File: src/bbr_pkg.sv
// ----------------------------------------------------------------------------
// bbr_pkg: shared types and constants for the bounding box reduction
// Item record passed from front to back, register indexes, float compare.
// ----------------------------------------------------------------------------
package bbr_pkg;

	localparam int unsigned AXES = 3;

	typedef enum logic [1:0] {
		REG_MERGE_MODE    = 2'd0,
		REG_BLK_LEN       = 2'd1,
		REG_ELEMENT_COUNT = 2'd2
	} reg_idx_t;

	// one classified item: bounds to fold plus block bookkeeping
	typedef struct packed {
		logic [AXES-1:0][31:0] lo;
		logic [AXES-1:0][31:0] hi;
		logic                  seed;
		logic                  emit;
		logic                  last;
		logic [23:0]           block_number;
	} item_t;

	// a < b on float bits; a NaN on either side never compares less; -0 == +0
	function automatic logic flt_lt(input logic [31:0] a, input logic [31:0] b);
		logic both_zero;
		logic a_nan;
		logic b_nan;
		both_zero = (a[30:0] == 31'd0) && (b[30:0] == 31'd0);
		a_nan     = (a[30:23] == 8'hff) && (a[22:0] != 23'd0);
		b_nan     = (b[30:23] == 8'hff) && (b[22:0] != 23'd0);
		if (a_nan || b_nan)
			return 1'b0;
		else if (both_zero)
			return 1'b0;
		else if (a[31] != b[31])
			return a[31];
		else if (!a[31])
			return a[30:0] < b[30:0];
		else
			return a[30:0] > b[30:0];
	endfunction

endpackage

File: src/blockwise_bounding_box_reduce.sv
// ----------------------------------------------------------------------------
// blockwise_bounding_box_reduce: per-block AABB of a float 3D stream
// Top level: config registers, front classifier, item queue, folder, result queue.
// ----------------------------------------------------------------------------
// One item is taken per cycle, back to back, while full is low. The front classifies
// an item at its accepting edge and writes it into a two-entry item queue; the back
// folds it into the running bounds at the edge at which it takes it from the queue head.
// A closing item's box enters the result queue at that same edge, and empty falls after
// that edge. The sustained rate is one item per cycle while results are popped; a full
// result queue stalls only the items that close a block, then the item queue fills and
// full rises.
module blockwise_bounding_box_reduce #(
	parameter int unsigned QDEPTH = 2
) (
	input  logic        clk,
	input  logic        arst_n,
	input  logic        push,
	output logic        full,
	input  logic [31:0] lo_x,
	input  logic [31:0] lo_y,
	input  logic [31:0] lo_z,
	input  logic [31:0] hi_x,
	input  logic [31:0] hi_y,
	input  logic [31:0] hi_z,
	output logic        empty,
	input  logic        pop,
	output logic [23:0] block_number,
	output logic [31:0] min_x,
	output logic [31:0] min_y,
	output logic [31:0] min_z,
	output logic [31:0] max_x,
	output logic [31:0] max_y,
	output logic [31:0] max_z,
	output logic        last_block,
	input  logic        cfg_valid,
	output logic        cfg_ready,
	input  logic [1:0]  cfg_index,
	input  logic [31:0] cfg_data
);

	localparam int unsigned IW = $bits(bbr_pkg::item_t);
	localparam int unsigned RW = 24 + 6*32 + 1;

	logic           merge_mode_q;
	logic [16:0]    blk_len_q;
	logic [24:0]    element_count_q;
	bbr_pkg::item_t fr_item;
	bbr_pkg::item_t bk_item;
	logic           iq_empty;
	logic           bk_take;
	logic           res_wr;
	logic           res_full;
	logic [RW-1:0]  res_wdata;
	logic [RW-1:0]  res_rdata;

	assign cfg_ready = 1'b1;

	always_ff @(posedge clk or negedge arst_n) begin
		if (!arst_n) begin
			merge_mode_q    <= 1'b0;
			blk_len_q       <= 17'd256;
			element_count_q <= 25'd1;
		end else if (cfg_valid) begin
			case (cfg_index)
				bbr_pkg::REG_MERGE_MODE:    merge_mode_q    <= cfg_data[0];
				bbr_pkg::REG_BLK_LEN:       blk_len_q       <= cfg_data[16:0];
				bbr_pkg::REG_ELEMENT_COUNT: element_count_q <= cfg_data[24:0];
				default: ;
			endcase
		end
	end

	bbr_front u_front (
		.clk(clk), .arst_n(arst_n), .take(push && !full),
		.lo_x(lo_x), .lo_y(lo_y), .lo_z(lo_z),
		.hi_x(hi_x), .hi_y(hi_y), .hi_z(hi_z),
		.merge_mode(merge_mode_q), .blk_len(blk_len_q),
		.element_count(element_count_q), .item(fr_item)
	);

	bbr_queue #(.WIDTH(IW), .DEPTH(QDEPTH)) u_iq (
		.clk(clk), .arst_n(arst_n),
		.wr(push), .wdata(fr_item), .full(full),
		.rd(bk_take), .rdata(bk_item), .empty(iq_empty)
	);

	bbr_back u_back (
		.clk(clk), .arst_n(arst_n),
		.item_valid(!iq_empty), .item(bk_item), .item_take(bk_take),
		.res_wr(res_wr), .res_data(res_wdata), .res_full(res_full)
	);

	bbr_queue #(.WIDTH(RW), .DEPTH(QDEPTH)) u_rq (
		.clk(clk), .arst_n(arst_n),
		.wr(res_wr), .wdata(res_wdata), .full(res_full),
		.rd(pop), .rdata(res_rdata), .empty(empty)
	);

	assign {block_number, min_x, min_y, min_z, max_x, max_y, max_z, last_block} =
		{res_rdata[RW-1 -: 24],
		 res_rdata[0+1+3*32+0*32 +: 32], res_rdata[1+3*32+1*32 +: 32],
		 res_rdata[1+3*32+2*32 +: 32],
		 res_rdata[1+0*32 +: 32], res_rdata[1+1*32 +: 32], res_rdata[1+2*32 +: 32],
		 res_rdata[0]};

`ifndef SYNTHESIS
	a_res_after_emit: assert property (@(posedge clk) disable iff (!arst_n)
		(res_wr) |=> !empty)
		else $error("emitted box not visible");
	a_cfg_ready: assert property (@(posedge clk) disable iff (!arst_n)
		cfg_ready)
		else $error("config port stalled");
	a_last_zero_pos: assert property (@(posedge clk) disable iff (!arst_n)
		(res_wr && res_wdata[0]) |-> (bk_item.emit))
		else $error("last flag without emit");
`endif

endmodule

File: src/bbr_front.sv
// ----------------------------------------------------------------------------
// bbr_front: item intake and classification
// Tracks block position and pass count; tags each item with seed/emit/last.
// ----------------------------------------------------------------------------
module bbr_front (
	input  logic                clk,
	input  logic                arst_n,
	input  logic                take,
	input  logic [31:0]         lo_x,
	input  logic [31:0]         lo_y,
	input  logic [31:0]         lo_z,
	input  logic [31:0]         hi_x,
	input  logic [31:0]         hi_y,
	input  logic [31:0]         hi_z,
	input  logic                merge_mode,
	input  logic [16:0]         blk_len,
	input  logic [24:0]         element_count,
	output bbr_pkg::item_t      item
);

	logic [16:0] pos_q;
	logic [24:0] seen_q;
	logic [23:0] blk_q;
	logic [16:0] eff_size;
	logic [24:0] eff_count;
	logic [16:0] pos_nx;
	logic [24:0] seen_nx;

	always_comb begin
		eff_size  = (blk_len == 17'd0) ? 17'd1 :
			(blk_len > 17'd65536) ? 17'd65536 : blk_len;
		eff_count = (element_count == 25'd0) ? 25'd1 : element_count;
		pos_nx    = pos_q + 17'd1;
		seen_nx   = seen_q + 25'd1;
		item.lo   = {lo_z, lo_y, lo_x};
		item.hi   = merge_mode ? {hi_z, hi_y, hi_x} : {lo_z, lo_y, lo_x};
		item.seed = (pos_q == 17'd0);
		item.last = (seen_nx >= eff_count);
		item.emit = item.last || (pos_nx >= eff_size);
		item.block_number = blk_q;
	end

	always_ff @(posedge clk or negedge arst_n) begin
		if (!arst_n) begin
			pos_q  <= '0;
			seen_q <= '0;
			blk_q  <= '0;
		end else if (take) begin
			if (item.emit) begin
				pos_q <= '0;
				if (item.last) begin
					seen_q <= '0;
					blk_q  <= '0;
				end else begin
					seen_q <= seen_nx;
					blk_q  <= blk_q + 24'd1;
				end
			end else begin
				pos_q  <= pos_nx;
				seen_q <= seen_nx;
			end
		end
	end

endmodule

File: src/bbr_queue.sv
// ----------------------------------------------------------------------------
// bbr_queue: small FIFO of records
// Decouples front from back and back from the result port; registered storage, no pass-through.
// ----------------------------------------------------------------------------
module bbr_queue #(
	parameter int unsigned WIDTH = 8,
	parameter int unsigned DEPTH = 2
) (
	input  logic             clk,
	input  logic             arst_n,
	input  logic             wr,
	input  logic [WIDTH-1:0] wdata,
	output logic             full,
	input  logic             rd,
	output logic [WIDTH-1:0] rdata,
	output logic             empty
);

	localparam int unsigned AW = (DEPTH > 1) ? $clog2(DEPTH) : 1;

	logic [WIDTH-1:0] mem_q [DEPTH];
	logic [AW-1:0]    wp_q;
	logic [AW-1:0]    rp_q;
	logic [AW:0]      cnt_q;

	assign full  = (cnt_q == (AW+1)'(DEPTH));
	assign empty = (cnt_q == '0);
	assign rdata = mem_q[rp_q];

	always_ff @(posedge clk) begin
		if (wr && !full)
			mem_q[wp_q] <= wdata;
	end

	always_ff @(posedge clk or negedge arst_n) begin
		if (!arst_n) begin
			wp_q  <= '0;
			rp_q  <= '0;
			cnt_q <= '0;
		end else begin
			if (wr && !full)
				wp_q <= (wp_q == AW'(DEPTH-1)) ? '0 : wp_q + AW'(1);
			if (rd && !empty)
				rp_q <= (rp_q == AW'(DEPTH-1)) ? '0 : rp_q + AW'(1);
			cnt_q <= cnt_q + (AW+1)'(wr && !full) - (AW+1)'(rd && !empty);
		end
	end

`ifndef SYNTHESIS
	a_no_overflow: assert property (@(posedge clk) disable iff (!arst_n)
		full |=> (cnt_q == (AW+1)'(DEPTH)) || $fell(full))
		else $error("queue count left full state illegally");
	a_empty_count: assert property (@(posedge clk) disable iff (!arst_n)
		(empty && wr) |=> !empty)
		else $error("write into empty queue lost");
	a_bound: assert property (@(posedge clk) disable iff (!arst_n)
		cnt_q <= (AW+1)'(DEPTH))
		else $error("queue count beyond depth");
`endif

endmodule

File: src/bbr_back.sv
// ----------------------------------------------------------------------------
// bbr_back: bound folding
// Folds each item into running min/max; an emitting item pushes a result.
// ----------------------------------------------------------------------------
module bbr_back (
	input  logic                clk,
	input  logic                arst_n,
	input  logic                item_valid,
	input  bbr_pkg::item_t      item,
	output logic                item_take,
	output logic                res_wr,
	output logic [24+6*32:0]    res_data,
	input  logic                res_full
);

	logic [bbr_pkg::AXES-1:0][31:0] low_q;
	logic [bbr_pkg::AXES-1:0][31:0] high_q;
	logic [bbr_pkg::AXES-1:0][31:0] low_nx;
	logic [bbr_pkg::AXES-1:0][31:0] high_nx;

	always_comb begin
		for (int d = 0; d < bbr_pkg::AXES; d++) begin
			low_nx[d]  = (item.seed || bbr_pkg::flt_lt(item.lo[d], low_q[d])) ?
				item.lo[d] : low_q[d];
			high_nx[d] = (item.seed || bbr_pkg::flt_lt(high_q[d], item.hi[d])) ?
				item.hi[d] : high_q[d];
		end
		// a non-emitting item never waits on the result side
		item_take = item_valid && (!item.emit || !res_full);
		res_wr    = item_take && item.emit;
		res_data  = {item.block_number, low_nx, high_nx, item.last};
	end

	always_ff @(posedge clk or negedge arst_n) begin
		if (!arst_n) begin
			low_q  <= '0;
			high_q <= '0;
		end else if (item_take) begin
			low_q  <= low_nx;
			high_q <= high_nx;
		end
	end

`ifndef SYNTHESIS
	a_emit_push: assert property (@(posedge clk) disable iff (!arst_n)
		(item_take && item.emit) |-> !res_full)
		else $error("result written into full queue");
	a_hold: assert property (@(posedge clk) disable iff (!arst_n)
		!item_take |=> $stable(low_q) && $stable(high_q))
		else $error("bounds changed with no transfer");
	a_last_emits: assert property (@(posedge clk) disable iff (!arst_n)
		(item_valid && item.last) |-> item.emit)
		else $error("last item not emitting");
`endif

endmodule

File: config.mk
export PLATFORM = sky130hd
export DESIGN_NAME = blockwise_bounding_box_reduce
export DESIGN_NICKNAME = d
export VERILOG_FILES = /design/src/bbr_pkg.sv /design/src/blockwise_bounding_box_reduce.sv /design/src/bbr_front.sv /design/src/bbr_queue.sv /design/src/bbr_back.sv
export SDC_FILE = /design/constraint.sdc
export NUM_CORES = 2
export LEC_CHECK = 0
export BUFFER_PORTS_ARGS = -buffer_cell sky130_fd_sc_hd__buf_2
export CELL_PAD_IN_SITES_DETAIL_PLACEMENT = 1
export CELL_PAD_IN_SITES_GLOBAL_PLACEMENT = 1
export CORE_MARGIN = 8
export CORE_UTILIZATION = 50
export CTS_CLUSTER_SIZE = 16
export DETAILED_ROUTE_END_ITERATION = 8
export PLACE_DENSITY_LB_ADDON = 0.15
export SLEW_MARGIN = 30
export SYNTH_ARGS = -nofsm -noshare
export SYNTH_HDL_FRONTEND = slang
export SYNTH_SLANG_ARGS = --single-unit
File: constraint.sdc
create_clock -name clk -period 31.9 [get_ports clk]
set_input_delay 3.19 -clock clk [delete_from_list [all_inputs] [get_ports clk]]
set_output_delay 3.19 -clock clk [all_outputs]
set_load 0.05 [all_outputs]
==> results.toml <==
[clock_network]
cts.sink_count = 1181
cts_tree = "done"
root_buffer = "clkbuf_16"
numCtsBuffers = 130
post_cts_buffers = 0
ctsHtreeMaxLevel = 4
clkTransAtPathRegs_ns = 0.06
cts_hold_buf = 0
cts_resized = 0
clock_latency_ns = 0.74
clock_path_buffers = 3

[timing]
min_period_ns = 6.57
clock_skew_ns = 0.0346
period_share = 0.206
fmax_mhz = 152
whs_ns = 0.513
max-slew-margin-rel = 0.349
fin_ws_ns = 25.33
tns_ns = 0
rsz0062_at_grt = "false"
worst_slew_pin_slew_ns = 0.976
setup_viol = 0
hold_viol_final = 0
slew_violations = 0

[placement]
gp_congestion = 0.849
port_buffers = 442
placed_area_mm2 = 0.0594
hpwl_um = 105000
place_ws_ns = 25.25

[synthesis]
synth_top_cell_area_share = 0.472
syn_nets = 4455
syn-mean-instance-area_um2 = 13.9
ys_seq_area_frac = 0.611
ys_top_cells_by_count = "edfxtp_1 (872), mux2_2 (789), dfrtp_1 (307), inv_1 (245), ha_1 (236)"
async_flop_share = 0.262
synthCells = 3988
synth_top_area_cell = "edfxtp_1"
synth_most_common_cell = "edfxtp_1"
synth-seq-cells = 1181
synth_warnings = 0
netlist_top_cells_area = "edfxtp_1 (47%), mux2_2 (16%), dfrtp_1 (14%)"
syn_area_mm2 = 0.0555
synthFlopType = "edfxtp_1"
synth.distinct_cells = 81
synth_edf_count = 872

[drt]
via_count = 34800
ant_nets = 0
vias_per_cell = 5.75
drtIter0Drc = 1965
drc = 0
dr.pass1.iters = 5
drt-total-wl_um = 148000
routedWlPerCell_um = 24.4

[floorplan]
ioPinCount = 451
die_area_mm2 = 0.122
die_height_um = 349
start_util = 0.503
core_region_area_mm2 = 0.110
row_count = 122
die_w_um = 349

[critical_path]
endpoint_kind = "primary output"
path_class = "reg2out"
arrival_ns = 3.38
worst_ep_required_time_ns = 28.71
rr_worst_depth = 13
cp_cell_sequence = "buf_12 > buf_16 > buf_16 > mux2_2 > buf_2"
r2r_setup_slack_ns = 25.47
startpoint_type = "register"
crit_fanout = 68
cp_slowest_cell = "dfrtp_4"
max_stage_delay_ns = 0.89
crit_top_cell = "buf_16"

[layout]
drive_gt1_frac = 0.337
fillCellCount = 10900
layout.nets = 4924
final_area_mm2 = 0.0639
area_growth_pct = 15.2

[power_and_ir_drop]
worst_ir_drop_vdd_mv = 0.0905
pwr_density_cell_mw_per_mm2 = 121
finalPower_uw = 7750
leakage_uw = 0.0247

[global_route]
grt_pass1_vias = 37600
grt_use_total = 0.238
grt_antenna_before_repair = 7
grt_pass1_wl_um = 225000
grt_max_degree = 80
grt_overflow = 0

[run_status]
status = "completed"

[min_path]
hold_class = "reg2reg"
whs_path_depth = 1

[flow_run]
drv_cap = 0
## where the power goes
group / internal [µW] / total (µW) / switching (µW)
Combinational: 1250 / 3490 / 2230
Sequential: 2410 / 2720 / 306
Clock: 931 / 1550 / 623
Total: 4600 / 7750 / 3160
## layout by cell type, fill, tap and decap left out, types with 13 or more instances in the layout
cell,count
a21oi_1,218
xor2_1,17
nor2_1,170
nand3_1,106
edfxtp_1,872
clkbuf_8,18
nand2b_1,13
inv_1,245
o31ai_1,17
dfrtp_1,304
nor3_1,52
clkbuf_16,136
mux2_2,789
a21o_1,25
clkinv_1,19
nand4_1,93
clkinv_2,17
and3_1,21
clkbuf_1,23
nor4_1,123
nand2_1,153
bufinv_16,13
o21ai_0,103
buf_2,441
mux2_4,27
xnor2_1,29
ha_1,236
or4_1,19
buf_4,36
## final cells by class
cell class | instances | area [µm²] | share of cell area
Multi-Input combinational cell | 2409 | 20000 | 0.314
Antenna cell | 2 | 5.00 | 0.0000783
Sequential cell | 1181 | 33900 | 0.531
Tap cell | 1488 | 1860 | 0.0291
Clock buffer | 177 | 3740 | 0.0585
Clock inverter | 64 | 719 | 0.0113
Inverter | 248 | 931 | 0.0146
Timing Repair Buffer | 487 | 2670 | 0.0418
## state kept, by name, summed over array words and instances, names as in the netlist
name	count
u_rq.mem_q	434
u_iq.wp_q	1
u_back.high_q	96
element_count_q	25
u_iq.cnt_q	2
u_rq.wp_q	1
blk_len_q	17
u_front.pos_q	17
u_rq.rp_q	1
u_iq.rp_q	1
u_iq.mem_q	438
u_front.blk_q	24
merge_mode_q	1
u_rq.cnt_q	2
u_back.low_q	96
u_front.seen_q	25
## critical path: cells and delay by family (launching register included)
| kind | cells | cell delay (ns) |
|---|---|---|
| DFF | 1 | 0.89 |
| buffers and inverters | 4 | 1.19 |
| muxes | 1 | 0.40 |
## worst paths after layout
path	startpoint	endpoint
max in group asynchronous	arst_n	u_back.high_q[10]
max	u_rq.rp_q	min_y[0]
max reg2reg	u_iq.rp_q	u_rq.mem_q[0][119]
min	element_count_q[9]	element_count_q[9]
min reg2reg	element_count_q[9]	element_count_q[9]
min in group asynchronous	arst_n	blk_len_q[10]
## metal layers
metal  wire [µm]  track usage  vias up
met5          13            0        -
met4        4650       0.0821        2
li1            -            -    16100
met2       73300        0.406      731
met1       62700        0.304    17800
met3        6980       0.0439      210
## kinds of logic (layout without fill, tap and decap cells)
family                   after synthesis  in the layout  share of synthesized area
AO/OA/AOI/OAI                        472            472                     0.0521
XOR/XNOR                              46             46                    0.00726
adder cells (fa/ha/maj)              236            236                     0.0532
buffers and inverters                398            976                     0.0293
flip-flops                          1181           1181                      0.611
multiplexers                         834            834                      0.171
other                                  1              3                  0.0000676
AND/OR/NAND/NOR                      820            820                     0.0758
## stage by stage
stage / utilization / cells
after floorplan: - / 3988
after global placement: 0.537 / 5808
after detailed placement: 0.538 / 5812
after CTS: 0.578 / 6053
after global routing: 0.579 / 6056
final: 0.579 / 6056
No activity file was read; power rests on OpenSTA's default activity.
